### src/rtl/sic_pkg.sv
`default_nettype none
// ----------------------------------------------------------------------------
// sic_pkg: shared types and constants of the segmentation IoU counter
// Word formats of both channels, request codes, bank request struct and
// output buffer sizing.
// ----------------------------------------------------------------------------
package sic_pkg;

  // Fixed field widths
  localparam int CLASS_W  = 8;
  localparam int SCORE_W  = 16;
  localparam int NCLS_W   = 9;
  localparam int OUT_CNT_W = 32;

  // Label value that marks a pixel as don't-care
  localparam logic [CLASS_W-1:0] IGNORE_LABEL = 8'd255;

  // num_classes after reset
  localparam logic [NCLS_W-1:0] NUM_CLASSES_RST = 9'd21;

  // Output buffer sizing
  localparam int OUT_DEPTH  = 4;
  localparam int OUT_PTR_W  = $clog2(OUT_DEPTH);
  localparam int OUT_FILL_W = OUT_PTR_W + 1;

  // Request codes; code 3 is unused and dropped
  typedef enum logic [1:0] {
    REQ_SAMPLE = 2'd0,
    REQ_READ   = 2'd1,
    REQ_CLEAR  = 2'd2
  } req_type_t;

  typedef struct packed {
    req_type_t                  req_type;
    logic signed [SCORE_W-1:0]  score;
    logic [CLASS_W-1:0]         channel;
    logic                       last_channel;
    logic [CLASS_W-1:0]         label;
    logic [CLASS_W-1:0]         class_select;
  } in_word_t;

  typedef struct packed {
    logic [CLASS_W-1:0]   class_index;
    logic [OUT_CNT_W-1:0] true_pos;
    logic [OUT_CNT_W-1:0] false_pos;
    logic [OUT_CNT_W-1:0] false_neg;
    logic                 range_error;
  } out_word_t;

  // Per-bank request issued at accept time
  typedef struct packed {
    logic               inc;
    logic [CLASS_W-1:0] addr;
  } bank_req_t;

endpackage
`default_nettype wire

### src/rtl/sic_out_fifo.sv
`default_nettype none
// ----------------------------------------------------------------------------
// sic_out_fifo: result word buffer
// Small register FIFO that decouples the counter pipeline from out_stall.
// ----------------------------------------------------------------------------
module sic_out_fifo (
  input  wire logic                          clk,
  input  wire logic                          rst_n,
  input  wire logic                          push_i,
  input  wire sic_pkg::out_word_t            push_word_i,
  input  wire logic                          pop_i,
  output logic                               out_valid_o,
  output sic_pkg::out_word_t                 out_word_o,
  output logic [sic_pkg::OUT_FILL_W-1:0]     fill_o
);

  sic_pkg::out_word_t                 slot_r [sic_pkg::OUT_DEPTH];
  logic [sic_pkg::OUT_PTR_W-1:0]      wr_ptr_r;
  logic [sic_pkg::OUT_PTR_W-1:0]      rd_ptr_r;
  logic [sic_pkg::OUT_FILL_W-1:0]     fill_r;
  logic                               do_pop;

  assign do_pop      = pop_i && (fill_r != '0);
  assign out_valid_o = (fill_r != '0);
  assign out_word_o  = slot_r[rd_ptr_r];
  assign fill_o      = fill_r;

  // Pointers and fill level
  always_ff @(posedge clk) begin
    if (!rst_n) begin
      wr_ptr_r <= '0;
      rd_ptr_r <= '0;
      fill_r   <= '0;
    end else begin
      if (push_i) begin
        wr_ptr_r <= wr_ptr_r + sic_pkg::OUT_PTR_W'(1);
      end
      if (do_pop) begin
        rd_ptr_r <= rd_ptr_r + sic_pkg::OUT_PTR_W'(1);
      end
      case ({push_i, do_pop})
        2'b10:   fill_r <= fill_r + sic_pkg::OUT_FILL_W'(1);
        2'b01:   fill_r <= fill_r - sic_pkg::OUT_FILL_W'(1);
        default: fill_r <= fill_r;
      endcase
    end
  end

  // Payload slots
  always_ff @(posedge clk) begin
    if (push_i) begin
      slot_r[wr_ptr_r] <= push_word_i;
    end
  end

endmodule
`default_nettype wire

### config.mk
export PLATFORM = sky130hd
export DESIGN_NAME = sic_out_fifo
export DESIGN_NICKNAME = d
export VERILOG_FILES = /design/src/rtl/sic_pkg.sv /design/src/rtl/sic_out_fifo.sv
export SDC_FILE = /design/constraint.sdc
export NUM_CORES = 1
export LEC_CHECK = 0
export BUFFER_PORTS_ARGS = -buffer_cell sky130_fd_sc_hd__buf_2
export CAP_MARGIN = 15
export CORE_MARGIN = 1.5
export CORE_UTILIZATION = 57
export DETAILED_ROUTE_END_ITERATION = 12
export GPL_TIMING_DRIVEN = 0
export PLACE_DENSITY = 0.79
export RECOVER_POWER = 50
export SLEW_MARGIN = 20
export SYNTH_ARGS = -nofsm -noshare
export SYNTH_HDL_FRONTEND = slang
export SYNTH_SLANG_ARGS = --single-unit
### constraint.sdc
create_clock -name clk -period 4 [get_ports clk]
set_input_delay 0.6 -clock clk [delete_from_list [all_inputs] [get_ports clk]]
set_output_delay 0.6 -clock clk [all_outputs]
set_load 0.02 [all_outputs]
==> Word-level counts from Yosys, hierarchy flattened <==
Memory sizes are Yosys's and may differ from the RTL's. A register that Yosys moved wholly into a read port is not among the register bits.
Index checks and enable logic that the tools add are counted.
{ "word_totals": {"input_bits": 109, "ramBits": 420, "regBits": 7, "memories": 1} }
{ "op_classes": {"n_addsub": 4, "n_mux": 5, "reduce_logical": 3, "n_eq_ne": 2} }
{ "mem_list": {"columns": ["name", "depth", "word_bits", "read_ports", "rd_clocked_by_memory_dff", "write_ports", "line", "rtl"], "rows": [
  ["slot_r", 4, 105, 1, 1, 1, "sic_out_fifo.sv:17", "sic_pkg::out_word_t slot_r [sic_pkg::OUT_DEPTH];"]
]} }
{ "ops": {"columns": ["cell", "count"], "rows": [
  ["one-hot mux 3 bit (2 select lines)", 1],
  ["adder 2 x 1 -> 2 bit (second input constant)", 2],
  ["two-way mux 2 bit", 2],
  ["adder 3 x 1 -> 3 bit (second input constant)", 1],
  ["nonzero test 3 bit", 1],
  ["subtractor 3 x 1 -> 3 bit (second input constant)", 1],
  ["equality test 2 x 1 -> 1 bit (second input constant)", 1],
  ["equality test 2 bit (second input constant)", 1],
  ["two-way mux 1 bit", 2],
  ["nonzero test 2 bit", 1],
  ["logical AND 1 bit", 1]
]} }

==> Longest topological paths before layout <==
{ "depth": {"word_depth": 4, "ltp_mapped": 7, "mapped_depth_nobuf": 7} }

==> Worst setup path after synthesis <==
OpenSTA, ideal clock, no wires.
{ "synth_path": {"path_kind": "input port to flip-flop", "from": "input push_i", "to": "memory slot_r[0][0] (netlist bit), enable pin", "stages": 1, "path_buffers": 0, "arrival_time_ps": 3020, "setup_slack_ps": 504, "cell_sequence": "and2_1"} }
{ "synth_between": {"elab_chain_cells": 2} }
{ "synth_lines": {"columns": ["item", "line", "rtl"], "rows": [
  ["from (decl)", "sic_out_fifo.sv:9", "input wire logic push_i,"],
  ["two-way mux 1 bit", "sic_out_fifo.sv:51", "if (push_i) begin"],
  ["two-way mux 1 bit (implied by the code)", "sic_out_fifo.sv:52", "slot_r[wr_ptr_r] <= push_word_i;"],
  ["to (decl)", "sic_out_fifo.sv:17", null]
]} }
Every way passes these cells.

==> Worst setup path after layout <==
{ "layout_path": {"from": "register wr_ptr_r[0] (netlist bit)", "to": "memory slot_r[2][53] (netlist bit), enable pin"} }
{ "layout_rtl": {"columns": ["item", "line", "rtl"], "rows": [
  ["from (decl)", "sic_out_fifo.sv:18", "logic [sic_pkg::OUT_PTR_W-1:0] wr_ptr_r;"],
  ["from (signal assigned)", "sic_out_fifo.sv:36", "wr_ptr_r <= wr_ptr_r + sic_pkg::OUT_PTR_W'(1);"]
]} }
No word-level cell before the write port.

==> run summary <==
CTS Buffer Depth: 3
Clk slew on worst S/H paths: 0.06 ns
Die height: 169 µm
Post-route worst setup slack: 0.966 ns
Total CTS buffers: 42
GR Overflow Total: 0
Leakage: 6.05 nW
Post-synth top flop: edfxtp_1
Post-Syn Area per Cell: 26.3 µm²
# DRC: 0
Via count: 7103
Post-route design area: 18600 µm²
Synth Cell Area: 15600 µm²
CTS tree: done
I/O Buffers: 217
Status: finished, violations left
Tmin final: 3.03 ns
Part of the cycle the worst path needs: 75.9%
RSZ-0062 raised after global routing: no
# H-tree levels: 2
Layout Nets: 979
RePlAce Congestion: 0.704
Count leader, synth: edfxtp_1
DR WL/cell: 22.9 µm
Slew @ Worst Pin: 2.41 ns
Placed Area: 17300 µm²
Peak fanout along the critical path: 37
Largest net degree at the start of global routing: 42
Clock sinks: 429
Yosys warning count: 0
Endpoint class of the critical path: register
Row count: 60
Synth top area cells: edfxtp_1 (81%), mux4_2 (15%), dfxtp_1 (1.2%)
Mapped Cells: 595
Layout Cells excl Fill: 1239
Hold Fails Final Rpt: 0
EDFF count, synth: 420
Routed wire length: 28400 µm
Post-synthesis sequential area ratio: 81.9%
Startpoint Class: register
Pre-CTS setup slack: 1.65 ns
Post-Syn Nets: 710
Starting Density: 58.0%
Area Growth Syn to Fin: 19.0%
First-pass DRT Iterations: 5
Cell Count Post-Placement: 1161
Seq cells post-synth: 429
Max Cap Viol: 1
Synth cell types: 22
Post-CTS Setup Repair Bufs: 0
Root buf cell: clkbuf_16
CP arrival: 3.24 ns
Final setup fails: 0
Post-synth top area cell: edfxtp_1
Vias in the first global route: 7474
Asr flop ratio synth: 0%
Skew-Pair Late Insertion Delay: 0.52 ns
Achievable Freq: 330 MHz
Area of the core: 27000 µm²
Final ANT Viol Nets: 0
Overall Power: 11.4 mW
Cell Pwr Density: 614 nW/µm²
Hold_buf cts: 0
Most frequent cells after synthesis: edfxtp_1 (420), mux4_2 (105), buf_2 (12)
Layout cells sized above 1: 33.9%
Failing checks: max-capacitance violations, max-slew violations
Initial DRC count: 546
Area share of the largest cell type after synthesis: 80.7%
Final Core Density: 69.0%
Number of antenna diodes: 0
Peak supply drop: 498 µV
Worst Skew: 0.00625 ns
Max-slew violations: 28
Die footprint: 28400 µm²
Slew headroom: -60.9%
CTS resizes: 0
Initial antenna violation count: 1
I/O pins: 218
Setup CP Type: register to register
Worst Path Required: 4.21 ns
Global-route wire length before repair: 43500 µm
HP Class: input port to register
Detailed-placement wirelength estimate: 17500 µm
GRT Util Overall: 20.6%
Die Wd: 169 µm
Vias per inst: 5.73
WHS: 0.323 ns
Setup tns final: 0 ns
[cells in the final DEF (no fill, tap or decap), types with 5 or more instances in the layout]
master / count
dfxtp_1: 9
mux4_2: 105
inv_1: 6
buf_8: 5
buf_12: 5
clkbuf_1: 121
clkbuf_16: 45
edfxtp_1: 420
ha_1: 5
buf_2: 124
clkinv_1: 10
[logic make-up after synthesis]
group / synth area share [%]
flops: 81.9
mux: 15.2
buf+inv: 1.33
simple gates: 0.545
fa+ha+maj: 0.529
compound gates: 0.224
xor+xnor: 0.280
[final timing paths]
check	slack (ns)	start	depth (start not counted)	end
max	0.97	wr_ptr_r[0]	4	slot_r[2][53]
min	0.32	push_word_i[42]	1	slot_r[3][42]
max reg2reg	0.97	wr_ptr_r[0]	4	slot_r[2][53]
min reg2reg	0.58	wr_ptr_r[1]	2	wr_ptr_r[1]
[critical path, cell delays in order, from the launching register on]
cell,delay [ns]
dfxtp_1,0.35
inv_1,0.10
ha_1,0.14
and2_0,1.75
buf_12,0.33
[per-layer routing]
layer / vias to the layer above / share of wire (%) / track usage, %
met4: 2 / 1.9 / 5.63
met5: - / 0.049 / 0
met3: 49 / 7.8 / 5.59
met2: 268 / 49 / 34.0
met1: 3674 / 41 / 27.5
li1: 3110 / - / -
[sequential cells by signal, summed over array words and instances (netlist names), named ones only]
| signal | cells |
|---|---|
| fill_o | 3 |
| slot_r | 420 |
| wr_ptr_r | 2 |
| rd_ptr_r | 2 |
[power breakdown]
group          internal [mW]  switching, mW
Sequential              5.18         0.0688
Combinational          0.989           1.28
Clock                   2.36           1.55
Total                   8.53           2.90
[area by class of cell]
class / count / area, µm²
timing repair buffer: 225 / 1140
inverter: 6 / 22.5
fill: 1643 / 8360
multi-input combinational: 136 / 2630
clock buffer: 59 / 1210
sequential: 429 / 12800
tap: 341 / 427
buffer: 24 / 185
clock inverter: 19 / 185
Power figures use the tool's default switching activity.
